--- config.mk ---
export PLATFORM = sky130hd
export DESIGN_NAME = fractional_tick_catchup_timer_flat
export DESIGN_NICKNAME = d
export VERILOG_FILES = /design/src/sv/ftct_pkg.sv /design/src/sv/ftct_sample_if.sv /design/src/sv/ftct_result_if.sv /design/src/sv/fractional_tick_catchup_timer.sv /design/src/sv/ftct_deadline_unit.sv /design/src/sv/ftct_div1000.sv /design/src/flat_wrapper.sv
export SDC_FILE = /design/constraint.sdc
export NUM_CORES = 2
export LEC_CHECK = 0
export ABC_AREA = 1
export ABC_CLOCK_PERIOD_IN_PS = 16070
export BUFFER_PORTS_ARGS = -buffer_cell sky130_fd_sc_hd__buf_2
export CAP_MARGIN = 20
export CORE_ASPECT_RATIO = 0.8
export CORE_UTILIZATION = 30
export DETAILED_ROUTE_END_ITERATION = 10
export PLACE_DENSITY = 0.44
export SYNTH_ARGS = -nofsm -noshare
export SYNTH_HDL_FRONTEND = slang
export SYNTH_SLANG_ARGS = --single-unit
--- constraint.sdc ---
create_clock -name clk -period 16.07 [get_ports clk]
set_input_delay 4.821 -clock clk [delete_from_list [all_inputs] [get_ports clk]]
set_output_delay 4.821 -clock clk [all_outputs]
set_load 0.02 [all_outputs]
--- src/sv/ftct_pkg.sv ---
// ----------------------------------------------------------------------------
// ftct_pkg
// Shared constants, register codes and sequencer states of the fractional
// tick catch-up timer.
// ----------------------------------------------------------------------------
package ftct_pkg;

  localparam int unsigned FRAC_BITS_DEF = 16;
  localparam int unsigned STEP_W        = 24;
  localparam int unsigned TIME_W        = 32;
  localparam int unsigned ADDED_W       = 9;
  localparam int unsigned PADDR_W       = 4;
  localparam int unsigned DATA_W        = 32;

  localparam logic [STEP_W-1:0]  STEP_RESET    = 24'd1089536;
  localparam logic [ADDED_W-1:0] CATCHUP_LIMIT = 9'd257;
  localparam logic [TIME_W-1:0]  GAP_LIMIT     = 32'd256;
  localparam logic [TIME_W-1:0]  BEHIND_LIMIT  = 32'hFFFF_FF00;

  // x / 1000 == (x * DIV_MAGIC) >> DIV_SHIFT for every 32-bit x
  localparam int unsigned         MAGIC_W   = 29;
  localparam logic [MAGIC_W-1:0]  DIV_MAGIC = 29'd274877907;
  localparam int unsigned         DIV_SHIFT = 38;
  localparam int unsigned         QUOT_W    = 23;

  typedef enum logic [1:0] {
    REG_STEP         = 2'd0,
    REG_SECONDS_BASE = 2'd1,
    REG_MILLI_BASE   = 2'd2
  } reg_idx_t;

  typedef enum logic [2:0] {
    ST_IDLE,
    ST_EVAL,
    ST_STEP,
    ST_CHECK,
    ST_DELTA,
    ST_MUL,
    ST_DONE
  } state_t;

endpackage

--- src/sv/ftct_sample_if.sv ---
// ----------------------------------------------------------------------------
// ftct_sample_if
// Input channel: one clock sample and its action per transfer.
// ----------------------------------------------------------------------------
interface ftct_sample_if;
  logic                         valid;
  logic                         ready;
  logic                         action;
  logic [ftct_pkg::TIME_W-1:0]  ms_time;

  modport source (output valid, output action, output ms_time, input ready);
  modport sink   (input valid, input action, input ms_time, output ready);
endinterface

--- src/sv/ftct_result_if.sv ---
// ----------------------------------------------------------------------------
// ftct_result_if
// Output channel: tick and calendar result of one sample per transfer.
// ----------------------------------------------------------------------------
interface ftct_result_if;
  logic                          valid;
  logic                          ready;
  logic [ftct_pkg::ADDED_W-1:0]  ticks_added;
  logic [ftct_pkg::TIME_W-1:0]   tick_total;
  logic                          advanced;
  logic                          interrupted;
  logic                          set_back;
  logic [ftct_pkg::TIME_W-1:0]   date_seconds;
  logic                          date_changed;

  modport source (output valid, output ticks_added, output tick_total, output advanced,
                  output interrupted, output set_back, output date_seconds,
                  output date_changed, input ready);
  modport sink   (input valid, input ticks_added, input tick_total, input advanced,
                  input interrupted, input set_back, input date_seconds,
                  input date_changed, output ready);
endinterface

--- src/sv/fractional_tick_catchup_timer.sv ---
// ----------------------------------------------------------------------------
// fractional_tick_catchup_timer
// Emulated tick generator driven by samples of a free-running ms clock.
// ----------------------------------------------------------------------------
// Paths: a repeated sample or a small step back runs EVAL, DELTA, MUL, DONE;
//   initialize, resync or a large gap also runs STEP; a catch-up of n ticks
//   (n up to 257) loops STEP and CHECK, one shared deadline adder step per tick.
// Throughput: one sample at a time; next transfer once the result is registered.
// Reset: all timing state and tick count clear, registers take reset values.
module fractional_tick_catchup_timer #(
  parameter int unsigned FRAC_BITS = ftct_pkg::FRAC_BITS_DEF
) (
  input  logic                          clk,
  input  logic                          rst,
  ftct_sample_if.sink                   sample,
  ftct_result_if.source                 result,
  input  logic                          psel,
  input  logic                          penable,
  input  logic                          pwrite,
  input  logic [ftct_pkg::PADDR_W-1:0]  paddr,
  input  logic [ftct_pkg::DATA_W-1:0]   pwdata,
  output logic [ftct_pkg::DATA_W-1:0]   prdata,
  output logic                          pready
);
  localparam int unsigned TW = ftct_pkg::TIME_W;

  ftct_pkg::state_t state, state_next;

  logic [ftct_pkg::STEP_W-1:0]  step_fixed;
  logic [TW-1:0]                seconds_base;
  logic [TW-1:0]                milli_base;

  logic [TW-1:0]                last_sample;
  logic [TW-1:0]                deadline_whole;
  logic [FRAC_BITS-1:0]         deadline_fraction;
  logic [TW-1:0]                tick_count;
  logic [TW-1:0]                current_seconds;

  logic                         action_r;
  logic [TW-1:0]                sample_r;
  logic                         catchup;
  logic [ftct_pkg::ADDED_W-1:0] added;
  logic                         interrupted_r;
  logic                         set_back_r;
  logic [TW-1:0]                delta;

  logic                         res_valid;
  logic [ftct_pkg::ADDED_W-1:0] res_ticks_added;
  logic [TW-1:0]                res_tick_total;
  logic                         res_advanced;
  logic                         res_interrupted;
  logic                         res_set_back;
  logic [TW-1:0]                res_date_seconds;
  logic                         res_date_changed;

  logic [TW-1:0]                sub_a;
  logic [TW-1:0]                sub_b;
  logic [TW-1:0]                diff;
  logic [TW-1:0]                whole_next;
  logic [FRAC_BITS-1:0]         frac_next;
  logic [ftct_pkg::QUOT_W-1:0]  quotient;
  logic [TW-1:0]                secs;
  logic                         accept;
  logic                         out_free;
  logic                         cfg_write;
  ftct_pkg::reg_idx_t           reg_idx;

  // Shared subtractor: deadline difference or offset from the ms base
  always_comb begin
    if (state == ftct_pkg::ST_DELTA) begin
      sub_a = last_sample;
      sub_b = milli_base;
    end else begin
      sub_a = sample_r;
      sub_b = deadline_whole;
    end
  end

  assign diff = sub_a - sub_b;

  ftct_deadline_unit #(
    .FRAC_BITS (FRAC_BITS)
  ) u_deadline (
    .whole      (deadline_whole),
    .frac       (deadline_fraction),
    .step       (step_fixed),
    .whole_next (whole_next),
    .frac_next  (frac_next)
  );

  ftct_div1000 u_div (
    .clk      (clk),
    .dividend (delta),
    .quotient (quotient)
  );

  assign secs     = TW'(quotient) + seconds_base;
  assign accept   = sample.valid && sample.ready;
  assign out_free = !res_valid || result.ready;

  // Configuration port
  assign pready    = 1'b1;
  assign reg_idx   = ftct_pkg::reg_idx_t'(paddr[ftct_pkg::PADDR_W-1:2]);
  assign cfg_write = psel && penable && pwrite && pready;

  always_comb begin
    case (reg_idx)
      ftct_pkg::REG_STEP:         prdata = ftct_pkg::DATA_W'(step_fixed);
      ftct_pkg::REG_SECONDS_BASE: prdata = seconds_base;
      ftct_pkg::REG_MILLI_BASE:   prdata = milli_base;
      default:                    prdata = '0;
    endcase
  end

  always_ff @(posedge clk) begin
    if (rst) begin
      step_fixed   <= ftct_pkg::STEP_RESET;
      seconds_base <= '0;
      milli_base   <= '0;
    end else if (cfg_write) begin
      case (reg_idx)
        ftct_pkg::REG_STEP:         step_fixed   <= pwdata[ftct_pkg::STEP_W-1:0];
        ftct_pkg::REG_SECONDS_BASE: seconds_base <= pwdata;
        ftct_pkg::REG_MILLI_BASE:   milli_base   <= pwdata;
        default: ;
      endcase
    end
  end

  // Sequencer
  always_ff @(posedge clk) begin
    if (rst) begin
      state <= ftct_pkg::ST_IDLE;
    end else begin
      state <= state_next;
    end
  end

  always_comb begin
    state_next   = state;
    sample.ready = 1'b0;
    case (state)
      ftct_pkg::ST_IDLE: begin
        sample.ready = 1'b1;
        if (sample.valid) begin
          state_next = ftct_pkg::ST_EVAL;
        end
      end
      ftct_pkg::ST_EVAL: begin
        if (action_r) begin
          state_next = ftct_pkg::ST_STEP;
        end else if (sample_r == last_sample) begin
          state_next = ftct_pkg::ST_DELTA;
        end else if (!diff[TW-1] || diff < ftct_pkg::BEHIND_LIMIT) begin
          state_next = ftct_pkg::ST_STEP;
        end else begin
          state_next = ftct_pkg::ST_DELTA;
        end
      end
      ftct_pkg::ST_STEP: begin
        state_next = catchup ? ftct_pkg::ST_CHECK : ftct_pkg::ST_DELTA;
      end
      ftct_pkg::ST_CHECK: begin
        if (!diff[TW-1] && added < ftct_pkg::CATCHUP_LIMIT) begin
          state_next = ftct_pkg::ST_STEP;
        end else begin
          state_next = ftct_pkg::ST_DELTA;
        end
      end
      ftct_pkg::ST_DELTA: state_next = ftct_pkg::ST_MUL;
      ftct_pkg::ST_MUL:   state_next = ftct_pkg::ST_DONE;
      ftct_pkg::ST_DONE: begin
        if (out_free) begin
          state_next = ftct_pkg::ST_IDLE;
        end
      end
      default: state_next = ftct_pkg::ST_IDLE;
    endcase
  end

  // Timing state
  always_ff @(posedge clk) begin
    if (rst) begin
      last_sample       <= '0;
      deadline_whole    <= '0;
      deadline_fraction <= '0;
      tick_count        <= '0;
      current_seconds   <= '0;
      catchup           <= 1'b0;
    end else begin
      case (state)
        ftct_pkg::ST_EVAL: begin
          if (action_r) begin
            last_sample       <= sample_r;
            deadline_whole    <= sample_r;
            deadline_fraction <= '0;
          end else if (sample_r != last_sample) begin
            last_sample <= sample_r;
            if (!diff[TW-1]) begin
              if (diff > ftct_pkg::GAP_LIMIT) begin
                tick_count        <= tick_count + 1'b1;
                deadline_whole    <= sample_r;
                deadline_fraction <= '0;
              end else begin
                catchup <= 1'b1;
              end
            end else if (diff < ftct_pkg::BEHIND_LIMIT) begin
              deadline_whole    <= sample_r;
              deadline_fraction <= '0;
            end
          end
        end
        ftct_pkg::ST_STEP: begin
          deadline_whole    <= whole_next;
          deadline_fraction <= frac_next;
          if (catchup) begin
            tick_count <= tick_count + 1'b1;
          end
        end
        ftct_pkg::ST_DONE: begin
          if (out_free) begin
            current_seconds <= secs;
          end
        end
        default: ;
      endcase
      if (accept) begin
        catchup <= 1'b0;
      end
    end
  end

  // Per-item working registers
  always_ff @(posedge clk) begin
    if (accept) begin
      action_r      <= sample.action;
      sample_r      <= sample.ms_time;
      added         <= '0;
      interrupted_r <= 1'b0;
      set_back_r    <= 1'b0;
    end else begin
      case (state)
        ftct_pkg::ST_EVAL: begin
          if (!action_r && sample_r != last_sample) begin
            if (!diff[TW-1]) begin
              if (diff > ftct_pkg::GAP_LIMIT) begin
                added         <= ftct_pkg::ADDED_W'(1);
                interrupted_r <= 1'b1;
              end
            end else if (diff < ftct_pkg::BEHIND_LIMIT) begin
              set_back_r <= 1'b1;
            end
          end
        end
        ftct_pkg::ST_STEP: begin
          if (catchup) begin
            added <= added + 1'b1;
          end
        end
        ftct_pkg::ST_DELTA: delta <= diff;
        default: ;
      endcase
    end
  end

  // Result register
  always_ff @(posedge clk) begin
    if (rst) begin
      res_valid <= 1'b0;
    end else if (state == ftct_pkg::ST_DONE && out_free) begin
      res_valid <= 1'b1;
    end else if (result.ready) begin
      res_valid <= 1'b0;
    end
  end

  always_ff @(posedge clk) begin
    if (state == ftct_pkg::ST_DONE && out_free) begin
      res_ticks_added  <= added;
      res_tick_total   <= tick_count;
      res_advanced     <= (added != '0);
      res_interrupted  <= interrupted_r;
      res_set_back     <= set_back_r;
      res_date_seconds <= secs;
      res_date_changed <= (secs != current_seconds);
    end
  end

  assign result.valid        = res_valid;
  assign result.ticks_added  = res_ticks_added;
  assign result.tick_total   = res_tick_total;
  assign result.advanced     = res_advanced;
  assign result.interrupted  = res_interrupted;
  assign result.set_back     = res_set_back;
  assign result.date_seconds = res_date_seconds;
  assign result.date_changed = res_date_changed;

  // Checks
  a_step_counts_tick: assert property (@(posedge clk) disable iff (rst)
    (state == ftct_pkg::ST_STEP && catchup) |=> tick_count == $past(tick_count) + 1'b1)
    else $error("catch-up step did not add exactly one tick");

  a_busy_after_transfer: assert property (@(posedge clk) disable iff (rst)
    accept |=> !sample.ready)
    else $error("sample taken while previous one still in work");

  a_catchup_bound: assert property (@(posedge clk) disable iff (rst)
    (state == ftct_pkg::ST_CHECK) |-> added <= ftct_pkg::CATCHUP_LIMIT)
    else $error("catch-up loop ran past its limit");

  a_interrupt_one_tick: assert property (@(posedge clk) disable iff (rst)
    (result.valid && result.interrupted) |->
      (result.ticks_added == ftct_pkg::ADDED_W'(1) && !result.set_back))
    else $error("resync result inconsistent");

endmodule

--- src/sv/ftct_deadline_unit.sv ---
// ----------------------------------------------------------------------------
// ftct_deadline_unit
// Advance a fixed-point deadline by one step period.
// ----------------------------------------------------------------------------
module ftct_deadline_unit #(
  parameter int unsigned FRAC_BITS = ftct_pkg::FRAC_BITS_DEF
) (
  input  logic [ftct_pkg::TIME_W-1:0] whole,
  input  logic [FRAC_BITS-1:0]        frac,
  input  logic [ftct_pkg::STEP_W-1:0] step,
  output logic [ftct_pkg::TIME_W-1:0] whole_next,
  output logic [FRAC_BITS-1:0]        frac_next
);
  localparam int unsigned SUM_W =
    ((FRAC_BITS > ftct_pkg::STEP_W) ? FRAC_BITS : ftct_pkg::STEP_W) + 1;
  localparam int unsigned CARRY_W = SUM_W - FRAC_BITS;

  logic [SUM_W-1:0]   sum;
  logic [CARRY_W-1:0] carry;

  assign sum        = SUM_W'(frac) + SUM_W'(step);
  assign carry      = sum[SUM_W-1:FRAC_BITS];
  assign whole_next = whole + ftct_pkg::TIME_W'(carry);
  assign frac_next  = sum[FRAC_BITS-1:0];
endmodule

--- src/sv/ftct_div1000.sv ---
// ----------------------------------------------------------------------------
// ftct_div1000
// Divide a 32-bit value by 1000 through a registered reciprocal multiply.
// ----------------------------------------------------------------------------
module ftct_div1000 (
  input  logic                         clk,
  input  logic [ftct_pkg::TIME_W-1:0]  dividend,
  output logic [ftct_pkg::QUOT_W-1:0]  quotient
);
  localparam int unsigned PROD_W = ftct_pkg::TIME_W + ftct_pkg::MAGIC_W;

  logic [PROD_W-1:0] product;

  always_ff @(posedge clk) begin
    product <= {{ftct_pkg::MAGIC_W{1'b0}}, dividend} *
               {{ftct_pkg::TIME_W{1'b0}}, ftct_pkg::DIV_MAGIC};
  end

  assign quotient = product[ftct_pkg::DIV_SHIFT +: ftct_pkg::QUOT_W];
endmodule
--- src/flat_wrapper.sv ---
// flat-port wrapper written by rule: the top's interface ports become plain ports
module fractional_tick_catchup_timer_flat 
#(
  parameter int unsigned FRAC_BITS = ftct_pkg::FRAC_BITS_DEF
)
  (clk, rst, psel, penable, pwrite, paddr, pwdata, prdata, pready, sample_valid, sample_action, sample_ms_time, sample_ready, result_valid, result_ticks_added, result_tick_total, result_advanced, result_interrupted, result_set_back, result_date_seconds, result_date_changed, result_ready);
  ftct_sample_if sample_i ();
  ftct_result_if result_i ();
  input  logic clk;
  input  logic rst;
  input  logic psel;
  input  logic penable;
  input  logic pwrite;
  input  logic [ftct_pkg::PADDR_W-1:0] paddr;
  input  logic [ftct_pkg::DATA_W-1:0] pwdata;
  output logic [ftct_pkg::DATA_W-1:0] prdata;
  output logic pready;
  input wire logic [$bits(sample_i.valid)-1:0] sample_valid;
  input wire logic [$bits(sample_i.action)-1:0] sample_action;
  input wire logic [$bits(sample_i.ms_time)-1:0] sample_ms_time;
  output wire logic [$bits(sample_i.ready)-1:0] sample_ready;
  output wire logic [$bits(result_i.valid)-1:0] result_valid;
  output wire logic [$bits(result_i.ticks_added)-1:0] result_ticks_added;
  output wire logic [$bits(result_i.tick_total)-1:0] result_tick_total;
  output wire logic [$bits(result_i.advanced)-1:0] result_advanced;
  output wire logic [$bits(result_i.interrupted)-1:0] result_interrupted;
  output wire logic [$bits(result_i.set_back)-1:0] result_set_back;
  output wire logic [$bits(result_i.date_seconds)-1:0] result_date_seconds;
  output wire logic [$bits(result_i.date_changed)-1:0] result_date_changed;
  input wire logic [$bits(result_i.ready)-1:0] result_ready;
  assign sample_i.valid = sample_valid;
  assign sample_i.action = sample_action;
  assign sample_i.ms_time = sample_ms_time;
  assign sample_ready = sample_i.ready;
  assign result_valid = result_i.valid;
  assign result_ticks_added = result_i.ticks_added;
  assign result_tick_total = result_i.tick_total;
  assign result_advanced = result_i.advanced;
  assign result_interrupted = result_i.interrupted;
  assign result_set_back = result_i.set_back;
  assign result_date_seconds = result_i.date_seconds;
  assign result_date_changed = result_i.date_changed;
  assign result_i.ready = result_ready;
  fractional_tick_catchup_timer #(.FRAC_BITS(FRAC_BITS)) u_core (.clk(clk), .rst(rst), .sample(sample_i), .result(result_i), .psel(psel), .penable(penable), .pwrite(pwrite), .paddr(paddr), .pwdata(pwdata), .prdata(prdata), .pready(pready));
endmodule
**Word level (Yosys, flattened, before mapping)**

Cells that the tools add are included.
Widths: inputs -> output; s select.

- Add/sub/neg operators: 6
- Multiply operators: 1
- $lt $le $gt $ge: 3
- Equality and inequality tests: 22
- Mux-type cells: 39
- Bitwise gates (word level): 4
- Reduce and logical (&&, ||, !) cells: 31

Operators by type and width:

| operator | count |
|---|---|
| $mux 32 | 14 |
| $pmux 32 s2 | 2 |
| $pmux 32 s3 | 1 |
| $mux 16 | 5 |
| $ne 32x32->1 | 2 |
| $mul 32x29->61 const B | 1 |
| $mux 9 | 4 |
| $add 23x32->32 | 1 |
| $add 32x1->32 const B | 1 |
| $add 32x9->32 | 1 |
| $eq 32x32->1 | 1 |
| $gt 32x9->1 const B | 1 |
| $lt 32x32->1 const B | 1 |
| $pmux 16 s2 | 1 |
| $sub 32x32->32 | 1 |
| $add 16x24->25 | 1 |
| $mux 3 | 7 |
| $pmux 3 s7 | 1 |
| $pmux 9 s2 | 1 |
| $reduce_and 2->1 | 7 |
| $reduce_and 4->1 | 3 |
| $ne 2x1->1 const B | 5 |
| $reduce_and 5->1 | 2 |
| $add 9x1->9 const B | 1 |
| 21 further kinds | 41 |

- Bits in registers: 451
- Bits of input ports: 76
- Output and inout bits: 112
- Word-level logic and storage cells: 131

**Longest topological paths before layout**

- Depth in word-level cells: 9
- Mapped depth: 31
- Depth with buffers taken out: 31

**By module**

From an unflattened synthesis, not the netlist that was laid out.

- Cells, all modules: 5726
- Area total of the unflattened synthesis: 41205.8 sq um

By module, submodules not included:

| module | times used | cells an instance | area an instance (sq um) | sequential area each (sq um) |
|---|---|---|---|---|
| fractional_tick_catchup_timer | 1 | 3006 | 21317.9 | 9228.9 |
| ftct_div1000 | 1 | 2203 | 17252.8 | 460.4 |
| ftct_deadline_unit | 1 | 517 | 2635.0 | 0.0 |

**Least setup slack after synthesis**

No wires, ideal clock.

- Path kind: in2out
- Start: input paddr[2] in the netlist's numbering
- End: output prdata[25] in the netlist's numbering
- Data arrival time: 5.762 ns
- Required time: 11.249 ns
- Setup slack: 5.487 ns
- Stages: 4
- Buffers on the path: 0
- Path through: inv_1 nor2_1 inv_1 o21ai_0

- Word-level cells in the longest chain between the ends: 2
- Elaborated cells between the ends (all ways): 4
- Those cells by class: 2 x eq/ne; 1 x mux; 1 x reduce/logical

Ends and longest elaborated chain:

| what | RTL line | text |
|---|---|---|
| start: declaration | flat_wrapper.sv:14 | `input logic [ftct_pkg::PADDR_W-1:0] paddr;` |
| $eq 2x2->1 (tied with other cells) | fractional_tick_catchup_timer.sv:107 | `case (reg_idx)` |
| $pmux 32 s3 * | fractional_tick_catchup_timer.sv:107 |  |
| end: declaration | flat_wrapper.sv:16 | `output logic [ftct_pkg::DATA_W-1:0] prdata;` |

Every way passes the cells marked *; elsewhere a longest branch is shown, timed or not.

**Worst setup path after layout**

- Start: input paddr[3] in the netlist's numbering
- End: output prdata[13] in the netlist's numbering

Same word-level chain as after synthesis.

==> flow_summary.ini <==
[status]
status = finished, final reports clean

[critical_path]
required_ps = 11250
end_kind = output port
crit_fanout = 17
crit_arrival_ps = 6710
startpoint_type = input port
critical_path_class = input port to output port

[yosys]
seq_area_frac_synth_pct = 25.07
avgSynthCellArea_um2 = 7.657
yosys.area_share.simple_pct = 20.59
synth_edf_count = 142
ys_warn_count = 0
synth.ff_latch_count = 413
syn_nets = 5895
ys_types = 56
synthFlopType = dfxtp_1
syn_area_um2 = 38640
synthXorXnorAreaFrac_pct = 3.474
synth_top_family_by_area = adder cells
async_flop_share_pct = 0
synth_mux_area_share_pct = 0
synthAdderAreaFrac_pct = 30.86
synth_compound_area_share_pct = 9.024
synthCells = 5047

[detailed_routing]
finalWirelength_mm = 131.6
drt_iter0_markers = 2419
via_count = 32390
ant_nets = 0
firstDrtPassIters = 5
wl_per_cell_um = 18.89
post_drt_via_cell_ratio = 4.647
post-route-drc-count = 0

[final_layout]
fin_util_pct = 33.91
nets = 6047
syn_to_final_growth_pct = 11.88
nFillCells = 13710
drive_above_1_share_pct = 6.604
final_area_um2 = 43230

[global_route]
antenna_found_initial = 23
overflow = 0
grt_pass1_wl_mm = 197.7
grt_max_degree = 99
grt_pass1_vias = 31610
track_usage_pct = 20.08

[worst_hold_path]
hp-class = flip-flop to flip-flop

[sta]
timing.setup.tns_ps = 0
skew_ps = 27.55
max_freq_mhz = 86.70
setup_violations = 0
rsz0062_at_grt = false
slew_headroom_pct = 23.31
min_period_over_period_pct = 71.77
report.final.slew_viol_count = 0
worst_pin_slew_ps = 1142
period_needed_ps = 11530
hold_viol = 0

[floorplan]
core_um2 = 127500
die_h_um = 323.0
die_w_um = 403.3
start_util_pct = 30.31
die_area_um2 = 130300
io_pins = 188
rows = 117

[clock_tree]
cts_buffer_depth = 3
clkSlewWorstSetupHoldPaths_ps = 60
cts_tree = yes
cts_buffers = 48
clockRootBuffer = clkbuf_16
cts.sinks = 413
clock_latency_ps = 620
postCtsHoldBufs = 0
cts_setup_buffers = 0
cts_max_level = 2
cts_resized = 0

[placed_design]
dpl-instance-area_um2 = 41430
place.gp.congestion = 0.9312
dp_hpwl_mm = 107.0
io_buffers = 184

[flow_run]
drv_cap = 0
worst max-delay path, stage by stage:
cell	delay [ps]
buf_2	130
inv_1	60
nor2_2	640
buf_4	390
nand2_1	80
nand3_1	330
buf_2	250
per-stage QoR:
step / cells / hold WS, ps / setup slack (ps)
floorplan: 5047 / 408.2 / 5487
global placement: 6870 / 428.6 / 4495
detailed placement: 6871 / 427.0 / 4465
CTS: 6961 / 444.1 / 4459
global route: 6964 / 459.7 / 4364
finish: 6969 / 442.7 / 4536
kinds of logic after synthesis:
kind of cell	after synthesis
adders and majority gates	772
buffers and inverters	1107
and+or+nand+nor	1951
DFF	413
xor gates and xnor gates	147
other	1
AOI/OAI and AO/OA	656
worst paths after layout:
check,endpoint,slack [ps],startpoint,cells after the start
min reg2reg,u_core.result.interrupted,440,u_core.interrupted_r,0
max reg2reg,u_core.u_div.product[59],8420,u_core.delta[16],23
min,u_core.result.interrupted,440,u_core.interrupted_r,0
max,prdata[13],4540,paddr[3],7
cell usage after synthesis, drive strengths merged, types with 27 or more instances:
master / number / area share (%)
inv: 990 / 9.6
clkbuf: 80 / 0.78
nand4: 62 / 1.0
nor2: 567 / 5.6
nand3: 177 / 2.3
buf: 27 / 0.47
fa: 302 / 16
nand2: 1046 / 10
edfxtp: 142 / 11
ha: 470 / 15
xor2: 103 / 2.3
xnor2: 40 / 0.91
a21oi: 247 / 3.2
nor3: 55 / 0.73
o21ai: 322 / 4.2
dfxtp: 271 / 14
metal layers:
metal	track usage, %	wire (um)
met5	0	102
met4	3.447	2153
met3	4.168	8952
met2	28.51	52040
met1	31.00	68380
state kept, by name, summed over array words and instances (netlist names), 3 cells and up:
register / flops
u_core.deadline_whole: 32
u_core.result.date_seconds: 32
u_core.added: 9
u_core.u_div.product: 23
u_core.result.tick_total: 32
u_core.deadline_fraction: 16
u_core.milli_base: 32
u_core.current_seconds: 32
u_core.last_sample: 32
u_core.result.ticks_added: 9
u_core.step_fixed: 24
u_core.state: 3
u_core.seconds_base: 32
u_core.sample_r: 32
u_core.tick_count: 32
u_core.delta: 32
area by class of cell:
class | instances | area, um2 | area share [%]
multi-input combinational | 3527 | 24740 | 57.22
clock inverter | 30 | 367.9 | 0.8509
tap | 1725 | 2158 | 4.992
antenna | 5 | 12.51 | 0.02894
sequential | 413 | 9689 | 22.41
inverter | 1000 | 3759 | 8.694
clock buffer | 60 | 1360 | 3.146
timing repair buffer | 209 | 1149 | 2.657
placed cells by master (no fill, tap or decap), types with 4 or more instances in the layout:
master,n
nand2_1,1034
inv_1,976
nor2_1,554
ha_1,470
o21ai_0,320
fa_1,302
dfxtp_1,271
a21oi_1,246
buf_2,184
nand3_1,175
edfxtp_1,142
xor2_1,103
nand4_1,62
nor3_1,54
clkbuf_16,51
xnor2_1,40
a31oi_1,26
nor4_1,22
buf_4,22
a21o_1,16
clkinv_1,14
o21a_1,13
nor2_2,13
nand2_2,11
inv_2,11
or2_2,8
o211ai_1,7
clkinv_2,7
o21bai_1,6
nand3b_1,6
bufinv_16,6
diode_2,5
clkinvlp_4,5
clkbuf_8,5
xnor3_1,4
clkbuf_1,4
clkinv_4,4
Power is left out: the tool's default activity adds up to more than one toggle a clock period on the data nets, which glitch-free logic cannot reach.
